[config.mk]
export PLATFORM = sky130hd
export DESIGN_NAME = nested_loop_join_engine
export DESIGN_NICKNAME = d
export VERILOG_FILES = /design/src/hdl/nlj_pkg.sv /design/src/hdl/nlj_ram.sv /design/src/hdl/nlj_csr.sv /design/src/hdl/nested_loop_join_engine.sv
export SDC_FILE = /design/constraint.sdc
export NUM_CORES = 2
export LEC_CHECK = 0
export ABC_AREA = 0
export BUFFER_PORTS_ARGS = -buffer_cell sky130_fd_sc_hd__buf_2
export CAP_MARGIN = 20
export CORE_UTILIZATION = 35
export DETAILED_ROUTE_END_ITERATION = 10
export GPL_TIMING_DRIVEN = 0
export PLACE_DENSITY_LB_ADDON = 0.08
export SLEW_MARGIN = 30
export SYNTH_ARGS = -nofsm -noshare
export SYNTH_HDL_FRONTEND = slang
export SYNTH_MEMORY_MAX_BITS = 65536
export SYNTH_SLANG_ARGS = --single-unit
[constraint.sdc]
create_clock -name clock -period 9.15 [get_ports clock]
set_input_delay 1.83 -clock clock [delete_from_list [all_inputs] [get_ports clock]]
set_output_delay 1.83 -clock clock [all_outputs]
set_load 0.05 [all_outputs]
[src/hdl/nlj_pkg.sv]
// ============================================================================
// nlj_pkg
// Shared types and constants of the nested-loop join engine: table sizing,
// function and mode codes, register selects, configuration and result types.
// ============================================================================
package nlj_pkg;

   // table and index sizing
   localparam int TABLE_DEPTH       = 64;
   localparam int ADDR_BITS         = (TABLE_DEPTH > 1) ? $clog2(TABLE_DEPTH) : 1;
   localparam int COUNT_BITS        = $clog2(TABLE_DEPTH + 1);
   localparam int PROBE_INDEX_BITS  = 16;

   // fixed field widths
   localparam int KEY_BITS          = 64;
   localparam int PROBE_FIELD_BITS  = 16;
   localparam int STORED_FIELD_BITS = 6;
   localparam int REQ_TDATA_BITS    = 64;
   localparam int REQ_TUSER_BITS    = 2;
   localparam int RSP_TDATA_BITS    = 24;
   localparam int RSP_TUSER_BITS    = 2;
   localparam int CSR_ADDR_BITS     = 4;
   localparam int CSR_DATA_BITS     = 64;

   // response tdata bit positions
   localparam int RSP_PIDX_LSB      = 0;
   localparam int RSP_SIDX_LSB      = RSP_PIDX_LSB + PROBE_FIELD_BITS;
   localparam int RSP_OVF_BIT       = RSP_SIDX_LSB + STORED_FIELD_BITS;
   // response tuser bit positions
   localparam int RSP_PNULL_BIT     = 0;
   localparam int RSP_SNULL_BIT     = 1;

   // request function codes
   typedef enum logic [1:0] {
      FUNC_LOAD  = 2'd0,
      FUNC_PROBE = 2'd1,
      FUNC_FLUSH = 2'd2,
      FUNC_CLEAR = 2'd3
   } func_type;

   // join modes
   typedef enum logic [1:0] {
      MODE_INNER = 2'd0,
      MODE_LEFT  = 2'd1,
      MODE_FULL  = 2'd2,
      MODE_CROSS = 2'd3
   } mode_type;

   // register select, taken from address bit 3
   typedef enum logic {
      REG_JOIN_MODE = 1'b0,
      REG_KEY_MASK  = 1'b1
   } reg_sel_type;

   // scan sequencer states
   typedef enum logic [1:0] {
      ST_IDLE  = 2'd0,
      ST_SCAN  = 2'd1,
      ST_FINAL = 2'd2
   } state_type;

   // configuration seen by the engine
   typedef struct packed {
      mode_type              join_mode;
      logic [KEY_BITS-1:0]   key_mask;
   } cfg_type;

   // one result row on its way to the output register
   typedef struct packed {
      logic [PROBE_FIELD_BITS-1:0]  probe_index;
      logic [STORED_FIELD_BITS-1:0] stored_index;
      logic                         probe_is_null;
      logic                         stored_is_null;
      logic                         last;
   } rsp_item_type;

endpackage

[src/hdl/nlj_ram.sv]
// ============================================================================
// nlj_ram
// Generic single-port-write, single-port-read synchronous RAM with a
// registered read that updates only when a read is enabled.
// ============================================================================
module nlj_ram #(
   parameter int WIDTH = 64,
   parameter int DEPTH = 64,
   localparam int AW   = (DEPTH > 1) ? $clog2(DEPTH) : 1
) (
   input  logic             clock,
   input  logic             we,
   input  logic [AW-1:0]    waddr,
   input  logic [WIDTH-1:0] wdata,
   input  logic             re,
   input  logic [AW-1:0]    raddr,
   output logic [WIDTH-1:0] rdata
);

   logic [WIDTH-1:0] mem_ff [DEPTH];
   logic [WIDTH-1:0] rdata_ff;

   // write port
   always_ff @(posedge clock) begin
      if (we) begin
         mem_ff[waddr] <= wdata;
      end
   end

   // registered read, held while not enabled
   always_ff @(posedge clock) begin
      if (re) begin
         rdata_ff <= mem_ff[raddr];
      end
   end

   assign rdata = rdata_ff;

endmodule

[src/hdl/nlj_csr.sv]
// ============================================================================
// nlj_csr
// APB-style register block holding the join mode and the key mask.
// ============================================================================
module nlj_csr (
   input  logic                               clock,
   input  logic                               reset,
   input  logic                               csr_psel,
   input  logic                               csr_penable,
   input  logic                               csr_pwrite,
   input  logic [nlj_pkg::CSR_ADDR_BITS-1:0]  csr_paddr,
   input  logic [nlj_pkg::CSR_DATA_BITS-1:0]  csr_pwdata,
   output logic [nlj_pkg::CSR_DATA_BITS-1:0]  csr_prdata,
   output logic                               csr_pready,
   output nlj_pkg::cfg_type                   cfg
);

   nlj_pkg::mode_type                 mode_ff, mode_in;
   logic [nlj_pkg::KEY_BITS-1:0]      mask_ff, mask_in;
   nlj_pkg::reg_sel_type              sel;
   logic                              wr_en;

   assign sel   = nlj_pkg::reg_sel_type'(csr_paddr[3]);
   assign wr_en = csr_psel & csr_penable & csr_pwrite & csr_pready;

   // write decode
   always_comb begin
      mode_in = mode_ff;
      mask_in = mask_ff;
      if (wr_en) begin
         unique case (sel)
            nlj_pkg::REG_JOIN_MODE: mode_in = nlj_pkg::mode_type'(csr_pwdata[1:0]);
            nlj_pkg::REG_KEY_MASK:  mask_in = csr_pwdata[nlj_pkg::KEY_BITS-1:0];
            default:                mode_in = mode_ff;
         endcase
      end
   end

   always_ff @(posedge clock) begin
      if (reset) begin
         mode_ff <= nlj_pkg::MODE_INNER;
         mask_ff <= '1;
      end else begin
         mode_ff <= mode_in;
         mask_ff <= mask_in;
      end
   end

   // read mux
   always_comb begin
      unique case (sel)
         nlj_pkg::REG_JOIN_MODE: csr_prdata = nlj_pkg::CSR_DATA_BITS'(mode_ff);
         nlj_pkg::REG_KEY_MASK:  csr_prdata = nlj_pkg::CSR_DATA_BITS'(mask_ff);
         default:                csr_prdata = '0;
      endcase
   end

   assign csr_pready     = 1'b1;
   assign cfg.join_mode  = mode_ff;
   assign cfg.key_mask   = mask_ff;

endmodule

[src/hdl/nested_loop_join_engine.sv]
// ============================================================================
// nested_loop_join_engine
// Nested-loop join over a table of stored keys with inner, left, full outer
// and cross modes; results carry row indices.
// ============================================================================
// Usage
//   req channel: one transaction per load, probe, flush or clear; tuser holds
//   the function code, tdata the 64-bit key. rsp channel: result rows, tlast
//   marks the final row caused by one request. csr port: join_mode at 0x0,
//   key_mask at 0x8; the user must write them only while idle: not enforced.
// Timing
//   A load or clear leaves the engine idle, so they stream at one per cycle. A
//   probe or flush scans the key and mark RAMs one entry per cycle while the
//   output is not stalled; no new transaction is taken until the scan ends.
//   A matching row is read from the RAMs, registered, and held until the next
//   match or the scan end decides its tlast, then enters the output register.
// Reset
//   Clears the table count, the probe counter and the overflow flag. Neither
//   RAM is cleared: only loaded entries are read, and each load resets the
//   matched mark of the entry it fills.
// Backpressure
//   While rsp_tready is low with a row waiting, the scan freezes in place,
//   RAM read data included, and resumes without loss.
// ============================================================================
module nested_loop_join_engine (
   input  logic                                clock,
   input  logic                                reset,
   // request: tdata = key_value[63:0]; tuser = func[1:0]
   input  logic                                req_tvalid,
   output logic                                req_tready,
   input  logic [nlj_pkg::REQ_TDATA_BITS-1:0]  req_tdata,
   input  logic [nlj_pkg::REQ_TUSER_BITS-1:0]  req_tuser,
   // response: tdata = probe_index[15:0], stored_index[21:16], overflow[22],
   //           zero[23]; tuser = probe_is_null[0], stored_is_null[1]
   output logic                                rsp_tvalid,
   input  logic                                rsp_tready,
   output logic [nlj_pkg::RSP_TDATA_BITS-1:0]  rsp_tdata,
   output logic [nlj_pkg::RSP_TUSER_BITS-1:0]  rsp_tuser,
   output logic                                rsp_tlast,
   // configuration
   input  logic                                csr_psel,
   input  logic                                csr_penable,
   input  logic                                csr_pwrite,
   input  logic [nlj_pkg::CSR_ADDR_BITS-1:0]   csr_paddr,
   input  logic [nlj_pkg::CSR_DATA_BITS-1:0]   csr_pwdata,
   output logic [nlj_pkg::CSR_DATA_BITS-1:0]   csr_prdata,
   output logic                                csr_pready
);

   localparam int AW = nlj_pkg::ADDR_BITS;
   localparam int CW = nlj_pkg::COUNT_BITS;

   nlj_pkg::cfg_type                        cfg;
   nlj_pkg::state_type                      state_ff, state_in;

   logic [CW-1:0]                           count_ff, count_in;
   logic [nlj_pkg::PROBE_INDEX_BITS-1:0]    probe_cnt_ff, probe_cnt_in;
   logic                                    ovf_ff, ovf_in;

   logic [nlj_pkg::KEY_BITS-1:0]            key_ff, key_in;
   logic                                    is_probe_ff, is_probe_in;
   logic [CW-1:0]                           rd_idx_ff, rd_idx_in;
   logic                                    dv_ff, dv_in;
   logic [AW-1:0]                           didx_ff, didx_in;
   logic                                    any_ff, any_in;

   logic                                    hold_v_ff, hold_v_in;
   logic [AW-1:0]                           hold_idx_ff, hold_idx_in;
   logic                                    hold_pnull_ff, hold_pnull_in;

   logic                                    out_v_ff, out_v_in;
   nlj_pkg::rsp_item_type                   out_ff, out_in;
   logic                                    out_ovf_ff, out_ovf_in;

   logic                                    accept;
   nlj_pkg::func_type                       func;
   logic                                    adv;
   logic                                    scan_done;
   logic                                    hit;
   logic                                    push;
   nlj_pkg::rsp_item_type                   push_item;
   logic                                    outer_mode;

   logic                                    ram_we;
   logic [AW-1:0]                           ram_waddr;
   logic                                    ram_re;
   logic [AW-1:0]                           ram_raddr;
   logic [nlj_pkg::KEY_BITS-1:0]            ram_rdata;

   logic                                    mark_we;
   logic [AW-1:0]                           mark_waddr;
   logic                                    mark_wdata;
   logic                                    mark_rdata;

   // configuration registers
   nlj_csr u_csr (
      .clock       (clock),
      .reset       (reset),
      .csr_psel    (csr_psel),
      .csr_penable (csr_penable),
      .csr_pwrite  (csr_pwrite),
      .csr_paddr   (csr_paddr),
      .csr_pwdata  (csr_pwdata),
      .csr_prdata  (csr_prdata),
      .csr_pready  (csr_pready),
      .cfg         (cfg)
   );

   // stored key table; writes happen only while idle, reads only while
   // scanning, so the two ports never touch one entry in the same cycle
   nlj_ram #(
      .WIDTH (nlj_pkg::KEY_BITS),
      .DEPTH (nlj_pkg::TABLE_DEPTH)
   ) u_key_ram (
      .clock (clock),
      .we    (ram_we),
      .waddr (ram_waddr),
      .wdata (req_tdata[nlj_pkg::KEY_BITS-1:0]),
      .re    (ram_re),
      .raddr (ram_raddr),
      .rdata (ram_rdata)
   );

   // matched marks, read beside the keys; a load clears the mark it fills and
   // a full-mode probe sets the mark one entry behind the read pointer
   nlj_ram #(
      .WIDTH (1),
      .DEPTH (nlj_pkg::TABLE_DEPTH)
   ) u_mark_ram (
      .clock (clock),
      .we    (mark_we),
      .waddr (mark_waddr),
      .wdata (mark_wdata),
      .re    (ram_re),
      .raddr (ram_raddr),
      .rdata (mark_rdata)
   );

   assign func       = nlj_pkg::func_type'(req_tuser[1:0]);
   assign accept     = req_tvalid & req_tready;
   assign adv        = ~out_v_ff | rsp_tready;
   assign scan_done  = ~dv_ff & (rd_idx_ff == count_ff);
   assign outer_mode = (cfg.join_mode == nlj_pkg::MODE_LEFT) ||
                       (cfg.join_mode == nlj_pkg::MODE_FULL);
   assign ram_raddr  = rd_idx_ff[AW-1:0];
   assign ram_waddr  = count_ff[AW-1:0];

   // match test on the registered RAM read data; a flush hits unmatched full-mode entries
   always_comb begin
      if (is_probe_ff) begin
         hit = (cfg.join_mode == nlj_pkg::MODE_CROSS) ||
               (((key_ff ^ ram_rdata) & cfg.key_mask) == '0);
      end else begin
         hit = (cfg.join_mode == nlj_pkg::MODE_FULL) && !mark_rdata;
      end
   end

   // next state
   always_comb begin
      state_in = state_ff;
      unique case (state_ff)
         nlj_pkg::ST_IDLE: begin
            if (accept && (func == nlj_pkg::FUNC_PROBE || func == nlj_pkg::FUNC_FLUSH)) begin
               state_in = nlj_pkg::ST_SCAN;
            end
         end
         nlj_pkg::ST_SCAN: begin
            if (adv && scan_done) begin
               state_in = nlj_pkg::ST_FINAL;
            end
         end
         nlj_pkg::ST_FINAL: begin
            if (adv) begin
               state_in = nlj_pkg::ST_IDLE;
            end
         end
         default: state_in = nlj_pkg::ST_IDLE;
      endcase
   end

   // datapath and sequencer outputs
   always_comb begin
      count_in      = count_ff;
      probe_cnt_in  = probe_cnt_ff;
      ovf_in        = ovf_ff;
      key_in        = key_ff;
      is_probe_in   = is_probe_ff;
      rd_idx_in     = rd_idx_ff;
      dv_in         = dv_ff;
      didx_in       = didx_ff;
      any_in        = any_ff;
      hold_v_in     = hold_v_ff;
      hold_idx_in   = hold_idx_ff;
      hold_pnull_in = hold_pnull_ff;
      ram_we        = 1'b0;
      ram_re        = 1'b0;
      mark_we       = 1'b0;
      mark_waddr    = ram_waddr;
      mark_wdata    = 1'b0;
      push          = 1'b0;
      req_tready    = 1'b0;
      // the held row, with probe index suppressed on the null probe side
      push_item.probe_index    = hold_pnull_ff ? '0 :
                                 nlj_pkg::PROBE_FIELD_BITS'(probe_cnt_ff);
      push_item.stored_index   = nlj_pkg::STORED_FIELD_BITS'(hold_idx_ff);
      push_item.probe_is_null  = hold_pnull_ff;
      push_item.stored_is_null = 1'b0;
      push_item.last           = 1'b0;

      unique case (state_ff)
         nlj_pkg::ST_IDLE: begin
            req_tready = 1'b1;
            if (accept) begin
               case (func)
                  nlj_pkg::FUNC_LOAD: begin
                     if (count_ff < CW'(nlj_pkg::TABLE_DEPTH)) begin
                        ram_we   = 1'b1;
                        mark_we  = 1'b1;
                        count_in = count_ff + CW'(1);
                     end else begin
                        ovf_in = 1'b1;
                     end
                  end
                  nlj_pkg::FUNC_CLEAR: begin
                     count_in     = '0;
                     probe_cnt_in = '0;
                     ovf_in       = 1'b0;
                  end
                  default: begin
                     key_in      = req_tdata[nlj_pkg::KEY_BITS-1:0];
                     is_probe_in = (func == nlj_pkg::FUNC_PROBE);
                     rd_idx_in   = '0;
                     dv_in       = 1'b0;
                     any_in      = 1'b0;
                     hold_v_in   = 1'b0;
                  end
               endcase
            end
         end
         nlj_pkg::ST_SCAN: begin
            if (adv) begin
               // consume the entry held in the RAM read register
               if (dv_ff && hit) begin
                  any_in = 1'b1;
                  if (is_probe_ff && cfg.join_mode == nlj_pkg::MODE_FULL) begin
                     mark_we    = 1'b1;
                     mark_waddr = didx_ff;
                     mark_wdata = 1'b1;
                  end
                  push          = hold_v_ff;
                  hold_v_in     = 1'b1;
                  hold_idx_in   = didx_ff;
                  hold_pnull_in = ~is_probe_ff;
               end
               // issue the next read
               if (rd_idx_ff < count_ff) begin
                  ram_re    = 1'b1;
                  rd_idx_in = rd_idx_ff + CW'(1);
                  dv_in     = 1'b1;
                  didx_in   = ram_raddr;
               end else begin
                  dv_in = 1'b0;
               end
            end
         end
         nlj_pkg::ST_FINAL: begin
            if (adv) begin
               if (hold_v_ff) begin
                  push           = 1'b1;
                  push_item.last = 1'b1;
                  hold_v_in      = 1'b0;
               end else if (is_probe_ff && !any_ff && outer_mode) begin
                  // unmatched probe row with a null stored side
                  push                     = 1'b1;
                  push_item.probe_index    = nlj_pkg::PROBE_FIELD_BITS'(probe_cnt_ff);
                  push_item.stored_index   = '0;
                  push_item.probe_is_null  = 1'b0;
                  push_item.stored_is_null = 1'b1;
                  push_item.last           = 1'b1;
               end
               if (is_probe_ff) begin
                  probe_cnt_in = probe_cnt_ff + nlj_pkg::PROBE_INDEX_BITS'(1);
               end
            end
         end
         default: req_tready = 1'b0;
      endcase
   end

   // output register
   always_comb begin
      out_v_in   = out_v_ff;
      out_in     = out_ff;
      out_ovf_in = out_ovf_ff;
      if (push) begin
         out_v_in   = 1'b1;
         out_in     = push_item;
         out_ovf_in = ovf_ff;
      end else if (rsp_tready) begin
         out_v_in = 1'b0;
      end
   end

   // control registers
   always_ff @(posedge clock) begin
      if (reset) begin
         state_ff     <= nlj_pkg::ST_IDLE;
         count_ff     <= '0;
         probe_cnt_ff <= '0;
         ovf_ff       <= 1'b0;
         dv_ff        <= 1'b0;
         hold_v_ff    <= 1'b0;
         out_v_ff     <= 1'b0;
      end else begin
         state_ff     <= state_in;
         count_ff     <= count_in;
         probe_cnt_ff <= probe_cnt_in;
         ovf_ff       <= ovf_in;
         dv_ff        <= dv_in;
         hold_v_ff    <= hold_v_in;
         out_v_ff     <= out_v_in;
      end
   end

   // payload registers
   always_ff @(posedge clock) begin
      key_ff        <= key_in;
      is_probe_ff   <= is_probe_in;
      rd_idx_ff     <= rd_idx_in;
      didx_ff       <= didx_in;
      any_ff        <= any_in;
      hold_idx_ff   <= hold_idx_in;
      hold_pnull_ff <= hold_pnull_in;
      out_ff        <= out_in;
      out_ovf_ff    <= out_ovf_in;
   end

   // response packing
   assign rsp_tvalid = out_v_ff;
   assign rsp_tlast  = out_ff.last;
   assign rsp_tdata  = {1'b0, out_ovf_ff, out_ff.stored_index, out_ff.probe_index};
   assign rsp_tuser  = {out_ff.stored_is_null, out_ff.probe_is_null};

endmodule

== Yosys cells after proc, flatten, opt, wreduce, memory -nomap -nowiden ==
Memory sizes are Yosys's and may differ from the RTL's. A register that Yosys moved wholly into a read port is not among the register bits.
Index checks and enable logic that the tools add are counted.

* Register bits after elaboration: 207
* RAM bits: 4160
* Word-level logic and storage cells: 164
* Memories kept: 2

{| class="wikitable"
|+ Memories
! memory !! words !! bits a word !! rd ports !! clocked after memory_dff !! wr ports !! RTL line !! text
|-
| u_key_ram.mem_ff || 64 || 64 || 1 || 1 || 1 || nlj_ram.sv:20 || <nowiki>logic [WIDTH-1:0] mem_ff [DEPTH];</nowiki>
|-
| u_mark_ram.mem_ff || 64 || 1 || 1 || 1 || 1 || nlj_ram.sv:20 ||
|}

* Add/sub/neg operators: 3
* Order comparisons: 2
* Equal/unequal tests: 21
* Mux-type cells: 64
* Bitwise operators: 14
* Reduce and logical (&&, ||, !) cells: 36

{| class="wikitable"
|+ Operators with widths
! operator !! number
|-
| $pmux 64 s2 || 1
|-
| $mux 16 || 5
|-
| $mux 25 || 3
|-
| $and 64x64->64 || 1
|-
| $logic_not 64->1 || 1
|-
| $xor 64x64->64 || 1
|-
| $mux 7 || 5
|-
| $mux 1 || 32
|-
| $pmux 16 s2 || 1
|-
| $pmux 7 s2 || 2
|-
| $mux 24 || 1
|-
| $mux 6 || 4
|-
| $ne 2x2->1 const B || 11
|-
| $add 16x1->16 const B || 1
|-
| $reduce_and 5->1 || 3
|-
| $add 7x1->7 const B || 2
|-
| $reduce_and 3->1 || 4
|-
| $reduce_and 4->1 || 3
|-
| $eq 2x2->1 const B || 5
|-
| $pmux 1 s2 || 5
|-
| $reduce_bool 2->1 || 4
|-
| $eq 7x7->1 || 1
|-
| $logic_and 1x1->1 || 7
|-
| $lt 7x7->1 || 1
|-
| 17 further kinds || 36
|}

== Longest topological paths before layout ==
* Depth in word-level cells: 11
* Depth in mapped cells: 12
* Gate-level depth less buffers: 9

== Hierarchy ==
From an unflattened synthesis, not the netlist that was laid out.

* Cell total of the unflattened synthesis: 7863
* Area total of the unflattened synthesis: 169914.2 sq um

{| class="wikitable"
|+ By module, submodules not included
! module !! times used !! cells an instance !! area an instance (sq um) !! seq. area each (sq um)
|-
| nlj_ram at u_key_ram || 1 || 6812 || 157528.6 || 124919.8
|-
| nested_loop_join_engine || 1 || 486 || 6291.0 || 3943.8
|-
| nlj_csr || 1 || 361 || 3170.5 || 1321.3
|-
| nlj_ram at u_mark_ram || 1 || 204 || 2924.1 || 1951.9
|}

== Least setup slack after synthesis ==
OpenSTA, ideal clock, no wires.

* Path type: input -> register
* From: input port req_tuser[1] (netlist name)
* To: memory u_mark_ram.mem_ff[46], enable pin
* Setup time: 307 ps
* Arrival: 5990 ps
* Required time: 8843 ps
* Setup slack: 2853 ps
* Stages on the path: 9
* Path buffers: 0
* Cell sequence: inv_1 -> ha_1 -> inv_1 -> nor2_1 -> nand2_1 -> nor2_1 -> nand3_1 -> nor2_1 -> mux2_2

* Longest elaborated chain between the ends: 6

{| class="wikitable"
|+ Ends and longest elaborated chain
! item !! RTL line !! text
|-
| start: declaration || nested_loop_join_engine.sv:32 || <nowiki>input logic [nlj_pkg::REQ_TUSER_BITS-1:0] req_tuser,</nowiki>
|-
| $logic_not 2->1 || nested_loop_join_engine.sv:214 || <nowiki>case (func)</nowiki>
|-
| $mux 1 || nested_loop_join_engine.sv:214 ||
|-
| $mux 1 || nested_loop_join_engine.sv:213 || <nowiki>if (accept) begin</nowiki>
|-
| $pmux 1 s2 || nested_loop_join_engine.sv:210 || <nowiki>unique case (state_ff)</nowiki>
|-
| $mux 1 || nlj_ram.sv:25 || <nowiki>if (we) begin</nowiki>
|-
| $mux 1 (not written as such) || nlj_ram.sv:26 || <nowiki>mem_ff[waddr] <= wdata;</nowiki>
|-
| end: declaration || nlj_ram.sv:20 ||
|}

No other way between the ends.

== Final worst setup path ==
* From: input port csr_paddr[3] (netlist name)
* To: output port csr_prdata[21] (netlist name)

* Longest elaborated chain between the ends: 2

{| class="wikitable"
|+ Ends and longest elaborated chain
! item !! RTL line !! text
|-
| start: declaration || nested_loop_join_engine.sv:44 || <nowiki>input logic [nlj_pkg::CSR_ADDR_BITS-1:0] csr_paddr,</nowiki>
|-
| $not 1->1 || nlj_csr.sv:51 || <nowiki>unique case (sel)</nowiki>
|-
| $pmux 64 s2 (*) || nlj_csr.sv:51 ||
|-
| end: declaration || nested_loop_join_engine.sv:46 || <nowiki>output logic [nlj_pkg::CSR_DATA_BITS-1:0] csr_prdata,</nowiki>
|}

Mark *: on every way between the ends. The rest lies on a longest branch, timed or not.

==> metrics.md <==
| Metric | Value |
|---|---|
| Reg clk slew, reported paths | ~0.060 ns |
| Initial antenna violation count | 39 |
| CTS tree | done |
| Synth Warn # | 0 |
| Drt initial violations | around 9.6k |
| Share of layout cells above drive strength 1 | 0.345 |
| Net Count, Synth | ~7.2k |
| Part of the power in registers | 0.478 |
| Largest net degree at the start of global routing | 74 |
| Async S/R FF share, synth | 0 |
| Int Pwr | roughly 36 mW |
| CTS H-tree depth | 5 |
| Number of synthesized flops with an enable pin | between 4k and 5k |
| Crit path required time | ~7.3 ns |
| DPL Wire Length | around 380000 um |
| FF+latch area | ~130000 um^2 |
| Die Y | about 700 um |
| Clock sink total | between 4k and 5k |
| Gp weighted congestion | between 0.7 and 0.8 |
| Setup Buffers After CTS | 0 |
| I/O pins | roughly 240 |
| RSZ-0062 raised after global routing | no |
| Critical Path Sink Type | output port |
| Avg WL per Cell | approximately 37 um |
| Worst Skew | ~0.079 ns |
| Rows | ~260 |
| Tightest Pin Transition | ~1.1 ns |
| Logic pwr share | 0.120 |
| DRT Pass-1 Iters | 5 |
| Multi-input gate area | 36300 um^2 |
| Final hold viol count | 0 |
| DRC Markers | 0 |
| Port bufs | around 230 |
| DP Cell Count | 14.0k |
| Core area | between 400000 and 500000 um^2 |
| Status | complete, no violations |
| Worst Hold Class | register to register |
| P per Cell Area | between 200 and 250 nW/um^2 |
| Worst ir drop on vdd | roughly 0.16 mV |
| Tmin final | 5.73 ns |
| Post-synth cell types | 47 |
| Hold_buf cts | 0 |
| Insertion delay to the later sink of the worst-skew pair | ~1.1 ns |
| Clock Path Buffers | 4 |
| Die area | 488000 um^2 |
| Sw power | ~11 mW |
| Number of vias per cell | 5.52 |
| Max Freq | approximately 170 MHz |
| Seq/Total Area, Yosys | 0.778 |
| Layout Area Growth over Synthesis | 19.5% |
| Number of synthesized register bits | 4432 |
| Clock buffer count from CTS | 479 |
| Crit share post-route | 0.627 |
| Clock Power Share | 0.403 |
| Net Sw Frac | 0.244 |
| Mapped Cells | 7055 |
| Wirelength, routed | 558000 um |
| Leak Pwr | between 60 and 70 nW |
| Vias in the first global route | around 84k |
| Layout fillers | between 40k and 50k |
| Total gr overflow | 0 |
| Max capacitance violation total | 0 |
| Detail Route Antenna Nets | 0 |
| Crit path launch type | input pin |
| Post-Place Setup Slack | 3.42 ns |
| Crit Path Category | input pin to output port |
| First-pass GRT wire length | between 700000 and 800000 um |
| Chip width | between 600 and 700 um |
| Gr usage total | 0.226 |
| Slew margin rel. | 0.278 |
| Clock Tree Root | clkbuf_16 |
| DR vias | around 82k |
| Worst EP arrival | around 4 ns |
| Layout Nets | between 8k and 9k |
| Syn Std Cell Area | approximately 170000 um^2 |
| Setup-failing EPs final | 0 |
| Final Max Tran Viols | 0 |
| Dominant synthesized flop cell | edfxtp_1 |
| Max Fanout on Critical Path | 10 |
| Hold Slack | 0.432 ns |
| Final WS setup | between 3 and 4 ns |
| Final Non-Filler Cells | 14.9k |
| Post-CTS sizing | 0 |
| Syn avg cell area | 24.1 um^2 |
| Initial Utilization | 0.352 |
==> flip-flops by register name (all words and copies together), names as in the netlist, 2 cells and up <==
register,count
count_ff,7
didx_ff,6
hold_idx_ff,6
key_ff,64
probe_cnt_ff,16
rd_idx_ff,7
rsp_tdata,22
rsp_tuser,2
state_ff,2
u_csr.mask_ff,64
u_csr.mode_ff,2
u_key_ram.mem_ff,4096
u_key_ram.rdata,64
u_mark_ram.mem_ff,64
==> per-layer routing <==
layer / global-route usage / vias up / share of wire
li1: - / 32394 / -
met1: 0.324 / 46218 / 0.43
met2: 0.355 / 3104 / 0.47
met3: 0.0430 / 732 / 0.070
met4: 0.0636 / 0 / 0.030
met5: 0 / - / 0
==> cell families after synthesis <==
family / after synthesis / synth area share
other: 2 / 0.0000442
AND/OR/NAND/NOR: 597 / 0.0171
buffers and inverters: 412 / 0.0104
adder cells (fa/ha/maj): 18 / 0.00133
AO/OA/AOI/OAI: 77 / 0.00299
multiplexers: 1433 / 0.185
XOR/XNOR: 84 / 0.00433
flip-flops: 4432 / 0.778
==> cells in the mapped netlist, types with 21 or more instances <==
| library cell | number | area share |
|---|---|---|
| edfxtp_1 | 4337 | 0.77 |
| mux4_2 | 1365 | 0.18 |
| mux2i_1 | 35 | 0.0021 |
| nand3b_1 | 66 | 0.0029 |
| clkbuf_1 | 205 | 0.0045 |
| dfxtp_1 | 95 | 0.011 |
| and2_1 | 72 | 0.0027 |
| inv_1 | 47 | 0.0010 |
| nand3_1 | 21 | 0.00062 |
| mux2_2 | 33 | 0.0022 |
| buf_1 | 60 | 0.0013 |
| a22oi_1 | 32 | 0.0014 |
| buf_2 | 73 | 0.0022 |
| xor2_1 | 73 | 0.0038 |
| nand2_1 | 229 | 0.0051 |
| nor2_1 | 128 | 0.0028 |
==> worst max-delay path: stages <==
cell	delay [ns]
buf_2	0.11
clkbuf_1	0.44
clkbuf_2	0.58
and2_1	0.53
buf_2	0.36
==> power by group through the flow <==
stage | Combinational [mW] | Clock, mW | Sequential [mW]
after global routing | 5.92 | 20.0 | 22.5
after detailed placement | 5.79 | 0 | 22.9
after global placement | 5.57 | 0 | 23.0
final | 5.65 | 19.0 | 22.5
after CTS | 5.80 | 19.3 | 22.5
after floorplan | 3.08 | 0 | 22.9
==> final timing paths <==
kind / from / endpoint / slack, ns / depth (start not counted)
setup / recovery: csr_paddr[3] / csr_prdata[21] / 3.42 / 5
hold / removal: didx_ff[1] / hold_idx_ff[1] / 0.43 / 0
setup reg to reg: u_key_ram.rdata[26] / u_mark_ram.mem_ff[35] / 3.76 / 9
hold reg to reg: didx_ff[1] / hold_idx_ff[1] / 0.43 / 0
==> cell type report <==
| cell class | count | area share |
|---|---|---|
| diodes | 36 | 0.000444 |
| plain buffers | 363 | 0.00901 |
| clock buffers | 619 | 0.0634 |
| clock inverters | 276 | 0.0117 |
| inverters | 49 | 0.00198 |
| multi-input cells | 2211 | 0.179 |
| flip-flops and latches | 4432 | 0.652 |
| well taps | 6425 | 0.0396 |
| repair buffers | 536 | 0.0436 |
==> cells in the final DEF (no fill, tap or decap), types with 53 or more instances in the layout <==
cell type / n
and2_1: 72
buf_12: 53
buf_16: 221
buf_2: 280
buf_4: 93
clkbuf_1: 214
clkbuf_16: 491
clkbuf_2: 98
clkinv_1: 125
clkinv_2: 91
dfxtp_1: 95
edfxtp_1: 4337
mux4_2: 1365
nand2_1: 229
nand3b_1: 66
nor2_1: 92
xor2_1: 64
==> per-stage QoR <==
step	power, mW	cell area (um^2)	TNS, ns	utilization
floorplan	26.0	170000	0	-
global placement	28.5	179000	-6087.72	0.371
detailed placement	28.7	187000	0	0.388
CTS	47.6	203000	0	0.420
global route	48.5	203000	0	0.420
finish	47.1	203000	0	0.420
(Power assumes the default switching activity.)
